--- config.mk ---
export PLATFORM = sky130hd
export DESIGN_NAME = cbs_frac_div
export DESIGN_NICKNAME = d
export VERILOG_FILES = /design/src/hw/rtl/cubic_bspline_evaluator_top_macros.svh /design/src/hw/rtl/cbs_pkg.sv /design/src/hw/rtl/cbs_frac_div.sv
export SDC_FILE = /design/constraint.sdc
export NUM_CORES = 1
export LEC_CHECK = 0
export ABC_AREA = 1
export BUFFER_PORTS_ARGS = -buffer_cell sky130_fd_sc_hd__buf_2
export CAP_MARGIN = 30
export CORE_MARGIN = 4
export CORE_UTILIZATION = 40
export CTS_BUF_LIST = sky130_fd_sc_hd__clkbuf_4 sky130_fd_sc_hd__clkbuf_8 sky130_fd_sc_hd__clkbuf_16
export DETAILED_ROUTE_END_ITERATION = 8
export PLACE_DENSITY = 0.68
export SLEW_MARGIN = 30
export SYNTH_ARGS = -nofsm -noshare
export SYNTH_HDL_FRONTEND = slang
export SYNTH_SLANG_ARGS = --single-unit
export TNS_END_PERCENT = 30
--- constraint.sdc ---
create_clock -name clk -period 4.9 [get_ports clk]
set_input_delay 0.735 -clock clk [delete_from_list [all_inputs] [get_ports clk]]
set_output_delay 0.735 -clock clk [all_outputs]
set_load 0.02 [all_outputs]
--- src/hw/rtl/cubic_bspline_evaluator_top_macros.svh ---
// assertion macros for the cubic b-spline evaluator
`ifndef CUBIC_BSPLINE_EVALUATOR_TOP_MACROS_SVH
`define CUBIC_BSPLINE_EVALUATOR_TOP_MACROS_SVH

// same-cycle implication
`define CBS_ASSERT_NOW(label, cond, expr) \
  label: assert property (@(posedge clk) disable iff (rst) (cond) |-> (expr)) \
    else $error("cbs assertion failed");

// next-cycle implication
`define CBS_ASSERT_NEXT(label, cond, expr) \
  label: assert property (@(posedge clk) disable iff (rst) (cond) |=> (expr)) \
    else $error("cbs assertion failed");

`endif

--- src/hw/rtl/cbs_pkg.sv ---
// shared constants and basis table for the cubic b-spline evaluator
package cbs_pkg;

  localparam int DEF_MAX_POINTS = 64;
  localparam int DEF_FRAC_BITS  = 16;

  localparam logic [1:0] CMD_WR_TIME = 2'd0;
  localparam logic [1:0] CMD_WR_AMP  = 2'd1;
  localparam logic [1:0] CMD_EVAL    = 2'd2;

  localparam logic [6:0] PC_RESET = 7'd4;
  localparam logic [6:0] PC_MIN   = 7'd4;

  // polynomial coefficient width and post-shift width
  localparam int CW   = 40;
  localparam int XW   = CW + 3;
  localparam int LO_W = 20;

  localparam logic [2:0] SEL_M1  = 3'd0;
  localparam logic [2:0] SEL_M2  = 3'd1;
  localparam logic [2:0] SEL_STD = 3'd2;
  localparam logic [2:0] SEL_M4  = 3'd3;
  localparam logic [2:0] SEL_M5  = 3'd4;

  // basis matrices scaled by 12
  localparam logic signed [7:0] BASIS12 [5][4][4] = '{
    '{'{-8'sd12, 8'sd21, -8'sd11, 8'sd2}, '{8'sd36, -8'sd54, 8'sd18, 8'sd0},
      '{-8'sd36, 8'sd36, 8'sd0, 8'sd0}, '{8'sd12, 8'sd0, 8'sd0, 8'sd0}},
    '{'{-8'sd3, 8'sd7, -8'sd6, 8'sd2}, '{8'sd9, -8'sd15, 8'sd6, 8'sd0},
      '{-8'sd9, 8'sd3, 8'sd6, 8'sd0}, '{8'sd3, 8'sd7, 8'sd2, 8'sd0}},
    '{'{-8'sd2, 8'sd6, -8'sd6, 8'sd2}, '{8'sd6, -8'sd12, 8'sd6, 8'sd0},
      '{-8'sd6, 8'sd0, 8'sd6, 8'sd0}, '{8'sd2, 8'sd8, 8'sd2, 8'sd0}},
    '{'{-8'sd2, 8'sd6, -8'sd7, 8'sd3}, '{8'sd6, -8'sd12, 8'sd6, 8'sd0},
      '{-8'sd6, 8'sd0, 8'sd6, 8'sd0}, '{8'sd2, 8'sd8, 8'sd2, 8'sd0}},
    '{'{-8'sd2, 8'sd11, -8'sd21, 8'sd12}, '{8'sd6, -8'sd15, 8'sd9, 8'sd0},
      '{-8'sd6, -8'sd3, 8'sd9, 8'sd0}, '{8'sd2, 8'sd7, 8'sd3, 8'sd0}}
  };

endpackage

--- src/hw/rtl/cbs_frac_div.sv ---
// restoring divider for the segment fraction u = (dt << frac) / span
module cbs_frac_div #(
  parameter int FRAC_BITS = cbs_pkg::DEF_FRAC_BITS
) (
  input  logic                 clk,
  input  logic                 rst,
  input  logic                 go,
  input  logic [32:0]          dt,
  input  logic [32:0]          span,
  output logic                 done,
  output logic [FRAC_BITS:0]   quo
);
  import cbs_pkg::*;

  localparam int CNT_W = $clog2(FRAC_BITS + 1);

  logic [32:0]      rem;
  logic [32:0]      dvs;
  logic [CNT_W-1:0] cnt;
  logic             run;
  logic [33:0]      r2;

  assign r2 = {rem, 1'b0};

  always_ff @(posedge clk) begin
    if (rst) begin
      run  <= 1'b0;
      done <= 1'b0;
    end else begin
      done <= 1'b0;
      if (go) begin
        dvs <= span;
        cnt <= CNT_W'(FRAC_BITS);
        if (span == '0) begin
          quo  <= '0;
          done <= 1'b1;
        end else begin
          run <= 1'b1;
          quo <= (FRAC_BITS + 1)'(dt == span);
          rem <= (dt == span) ? '0 : dt;
        end
      end else if (run) begin
        if (r2 >= {1'b0, dvs}) begin
          rem <= 33'(r2 - {1'b0, dvs});
          quo <= {quo[FRAC_BITS-1:0], 1'b1};
        end else begin
          rem <= r2[32:0];
          quo <= {quo[FRAC_BITS-1:0], 1'b0};
        end
        cnt <= cnt - 1'b1;
        if (cnt == CNT_W'(1)) begin
          run  <= 1'b0;
          done <= 1'b1;
        end
      end
    end
  end

endmodule

After elaboration in Yosys (flattened, before gate mapping). Cells that the tools add are included.

Output and inout bits: 18. Bits in registers: 90. Input bits: 69. Word-level logic and storage cells: 36.

Add/sub/neg operators: 2. Bitwise logic cells: 1. Equality and inequality tests: 3. Reductions and logical operators: 5. Multiplexer cells: 18. Order comparisons: 1.

Operator list (number): 33-bit two-way mux (5); 34-bit by 33-bit >= comparator with 1-bit output (1); 17-bit two-way mux (2); 33-bit == test (1); 33-bit zero test (1); 33-bit subtractor (1); 1-bit two-way mux (10); 5-bit by 1-bit == test with 1-bit output (second input constant) (1); 5-bit two-way mux (1); 5-bit by 1-bit subtractor with 5-bit output (second input constant) (1); 2-bit AND reduction (2); 3-bit AND reduction (1); 2-bit inequality test (second input constant) (1); 2-bit nonzero test (1); 1-bit NOT (1).

Logic depth before layout (Yosys ltp).
Word-level depth: 4. Mapped depth: 16. Mapped depth without buffers: 16.

Least setup slack after synthesis. OpenSTA, ideal clock, no wires.

Path kind: in2reg. Start point: input port go. End point: register dvs[0], enable pin. Path slack: 1861 ps. Data arrival time: 2616 ps. Library setup time: 423 ps. Stages: 4. Path buffers: 2. Data required time: 4477 ps. Cell sequence: inv_1 -> clkbuf_1 -> buf_1 -> nor2_1.

Word-level cells in the longest chain between the ends: 1.

RTL lines: from (decl) (RTL line cbs_frac_div.sv:7) `input logic go,`; 2-bit AND reduction (no source line); to (signal assigned) (RTL line cbs_frac_div.sv:32) `dvs <= span;`; to (decl) (RTL line cbs_frac_div.sv:18) `logic [32:0] dvs;`.

No other way between the ends. A chain may end at the register's enable or synchronous reset.

Worst setup path after layout.
Start point: register rem[13]. End point: register rem[21], data pin.

Word-level cells in the longest chain between the ends: 4. Elaborated cells on any way between the ends: 5. Classes of those cells: 1 x add/sub; 1 x order compare; 3 x mux.

RTL lines: from (decl) (RTL line cbs_frac_div.sv:17) `logic [32:0] rem;`; from (signal assigned) (RTL line cbs_frac_div.sv:40) `rem <= (dt == span) ? '0 : dt;`; from (signal assigned) (RTL line cbs_frac_div.sv:44) `rem <= 33'(r2 - {1'b0, dvs});`; from (signal assigned) (RTL line cbs_frac_div.sv:47) `rem <= r2[32:0];`; 33-bit subtractor or 34-bit by 33-bit >= comparator with 1-bit output (tied branches) (RTL line cbs_frac_div.sv:44, cbs_frac_div.sv:43); 33-bit two-way mux * (RTL line cbs_frac_div.sv:43) `if (r2 >= {1'b0, dvs}) begin`; 33-bit two-way mux * (RTL line cbs_frac_div.sv:42) `end else if (run) begin`; 33-bit two-way mux * (RTL line cbs_frac_div.sv:31) `if (go) begin`.

Every way passes the cells marked *; elsewhere a longest branch is shown, timed or not. The select of a mux whose other input is x is not followed.

==> metrics <==
status=completed; Hold WC Path Type=register to register; I/O pin cnt=87; post-route fraction of the period consumed by the critical path=58.89%; power per cell area=311.3 nW/um2; register area=2683 um2; netlist area before placement=7091 um2; clk_skew=0.01063 ns; CTS Root Buffer Type=sky130_fd_sc_hd__clkbuf_16; number of design rule violations left after detail routing=0; multi-input logic area=3652 um2; clock-pin transition on the worst setup and hold timing paths=0.06 ns; total setup buffers inserted after CTS=0; vertical extent of the die=141.1 um; number of clock sinks=90; Worst Setup Slack, final=2.014 ns; Vias/cell=5.001; arrival time at the worst endpoint=2.98 ns; maximum frequency from static timing analysis=0.3465 GHz; combinational cell fraction of total power=31.9%; max-slew violation count=0; TritonCTS clock tree=built; synth unique cells=32; Cells after Synth=989; transition time at the pin with the least slew margin=0.8059 ns; First DRT Iteration DRCs=477; post-route antenna net violation count=0; net load switching power=846.5 uW; initial cell density of the core=40.85%; number of H-tree levels=3; path type of the worst setup path=register to register; worst IR drop on VDD=0.1886 mV; flop and latch count out of synthesis=90; antenna violations before repair=0; fraction of the core area covered by cells at the end of the flow=46.44%; setup TNS after final layout=0 ns; area overhead of the layout relative to synthesis=13.68%; post-synth net total=1094; horizontal die dimension=141.1 um; Via Count=6501; max-capacitance violation count=0; compound-gate portion of the synthesized area=2.065%; detailed placer's ending HPWL=16050 um; routed length per instance=15.28 um; combinational family with the most area after synthesis=simple AND/OR/NAND/NOR gates; worst hold margin=0.5119 ns; total non-filler cell area in the finished layout=8060 um2; standard-cell rows=48; Setup Viol. Count Final=0; fraction of power consumed by the clock network=30.1%; internal power of the cells=1663 uW; detailed-routing iteration count for the pre-antenna-repair pass=5; post-layout minimum cycle time=2.886 ns; hold-fix buffers at CTS=0; Worst slew margin=46.21%; global-route congestion overflow total=0; Synth top area share=37.27%; number of global-route vias before repair=6357; core area=17360 um2; LEAKAGE=0.004085 uW; post-placement setup slack=2.064 ns; gr usage total=20.20%; post-synthesis sequential area ratio=37.83%; cts bufs inserted=9; number of antenna cells inserted=0; count of cells resized by post-cts repair=0; IO Port Bufs=86; type of destination of the critical path=register; maximum root-to-sink buffer count=2; xor/xnor share of the synthesized area=6.053%; total count of hold-check failures in the final report=0; Critical Path Source Type=register; average cell area after synthesis=7.169 um2; largest net degree at the start of global routing=56; RSZ-0062 raised after global routing=false; crit-path max FO=34; Synth Area in Adders=6.458%; sequential cell fraction of total power=38.1%; die area=19920 um2; layout cells sized above 1=12.56%; Synth Area in Simple Gates=36.83%; Critical Path RT=5.00 ns; gpl congestion=0.9526; largest area contributor in the synthesized netlist=sky130_fd_sc_hd__edfxtp_1; share of total power consumed by net switching=33.74%; clock insertion delay at the later pin of the skew report=0.35 ns; Total Nets Final=1175; top cells by area, synth=sky130_fd_sc_hd__edfxtp_1, sky130_fd_sc_hd__nand2_1, sky130_fd_sc_hd__inv_1, sky130_fd_sc_hd__nand3_1, sky130_fd_sc_hd__ha_1; instance area after placement=7737 um2; global-route wire length before repair=31960 um; Routed Wire Length=19860 um; YS warnings=0; mux share of post-synthesis cell area=0%; number of filler cells placed in the layout=1745
metrics by stage:
| stage | cells | total power (uW) |
|---|---|---|
| finish | 1300 | 2509 |
| global route | 1300 | 2657 |
| CTS | 1300 | 2512 |
| detailed placement | 1284 | 1756 |
| global placement | 1284 | 1749 |
| floorplan | 989 | 1535 |
worst max-delay path: stages, from the launching register on:
cell	delay, ns
sky130_fd_sc_hd__edfxtp_1	0.40
sky130_fd_sc_hd__ha_1	0.39
sky130_fd_sc_hd__nand2_1	0.17
sky130_fd_sc_hd__nor2_1	0.10
sky130_fd_sc_hd__nand2_1	0.11
sky130_fd_sc_hd__nor2_1	0.05
sky130_fd_sc_hd__nand3_1	0.09
sky130_fd_sc_hd__nand2_2	0.07
sky130_fd_sc_hd__nor2_4	0.57
sky130_fd_sc_hd__nand2_8	0.27
sky130_fd_sc_hd__nand2_4	0.20
sky130_fd_sc_hd__nand2_1	0.07
sky130_fd_sc_hd__nand2_1	0.08
sky130_fd_sc_hd__nand2_1	0.06
cell type report:
class	count	share of cell area, %
Clock buffer	10	2.887
Clock inverter	6	1.118
Inverter	176	8.196
Multi-Input combinational cell	703	45.31
Sequential cell	90	33.28
Tap cell	225	3.493
Timing Repair Buffer	90	5.713
kinds of logic (layout without fill, tap and decap cells):
group / after synthesis / in the layout
simple gates: 591 / 591
buf+inv: 196 / 282
flops: 90 / 90
xor+xnor: 49 / 49
fa+ha+maj: 36 / 36
compound gates: 27 / 27
state kept, by name, summed over array words and instances (netlist names):
name	count
dvs	33
rem	33
quo	17
cnt	5
done	1
run	1
Yosys cell counts, drive strengths merged:
| master | instances |
|---|---|
| edfxtp | 88 |
| and2 | 9 |
| inv | 175 |
| o21bai | 3 |
| nand3 | 101 |
| clkinv | 1 |
| nand3b | 26 |
| dfxtp | 2 |
| or2 | 3 |
| clkbuf | 10 |
| a21oi | 17 |
| nand2 | 341 |
| nor4 | 6 |
| o21ai | 7 |
| buf | 10 |
| xnor2 | 39 |
| nor2 | 83 |
| ha | 35 |
| fa | 1 |
| nor3 | 8 |
| nand4 | 14 |
| xor2 | 10 |
power by group through the flow:
| stage | clock (uW) | combinational (uW) | sequential (uW) |
|---|---|---|---|
| 3_5_place_dp | 0 | 785 | 971 |
| 6_report | 754 | 799 | 956 |
| 2_1_floorplan | 0 | 563 | 972 |
| 3_3_place_gp | 0 | 780 | 969 |
| 5_1_grt | 795 | 901 | 961 |
| 4_1_cts | 766 | 791 | 955 |
cells in the final DEF, fill, tap and decap left out, drive strengths merged, types with 3 or more instances in the layout:
master	n
nand3	101
edfxtp	88
nor3	8
or2	3
o21bai	3
nor2	83
nand3b	26
nand2	341
xnor2	39
clkbuf	10
nand4	14
o21ai	7
a21oi	17
inv	177
xor2	10
ha	35
nor4	6
and2	9
buf	90
final timing paths:
path	to	cells past startpoint	slack [ns]	start
hold reg to reg	done	2	0.51	run
setup reg to reg	rem[21]	13	2.01	rem[13]
hold / removal	done	2	0.51	run
setup / recovery	rem[21]	13	2.01	rem[13]
per-layer routing:
metal / up-vias / share of wire, % / global-route usage, %
li1: 3295 / - / -
met1: 2949 / 45 / 27.76
met2: 214 / 45 / 31.95
met3: 43 / 6.1 / 2.917
met4: 0 / 3.5 / 8.312
met5: - / 0 / 0
Power figures use the tool's default switching activity.
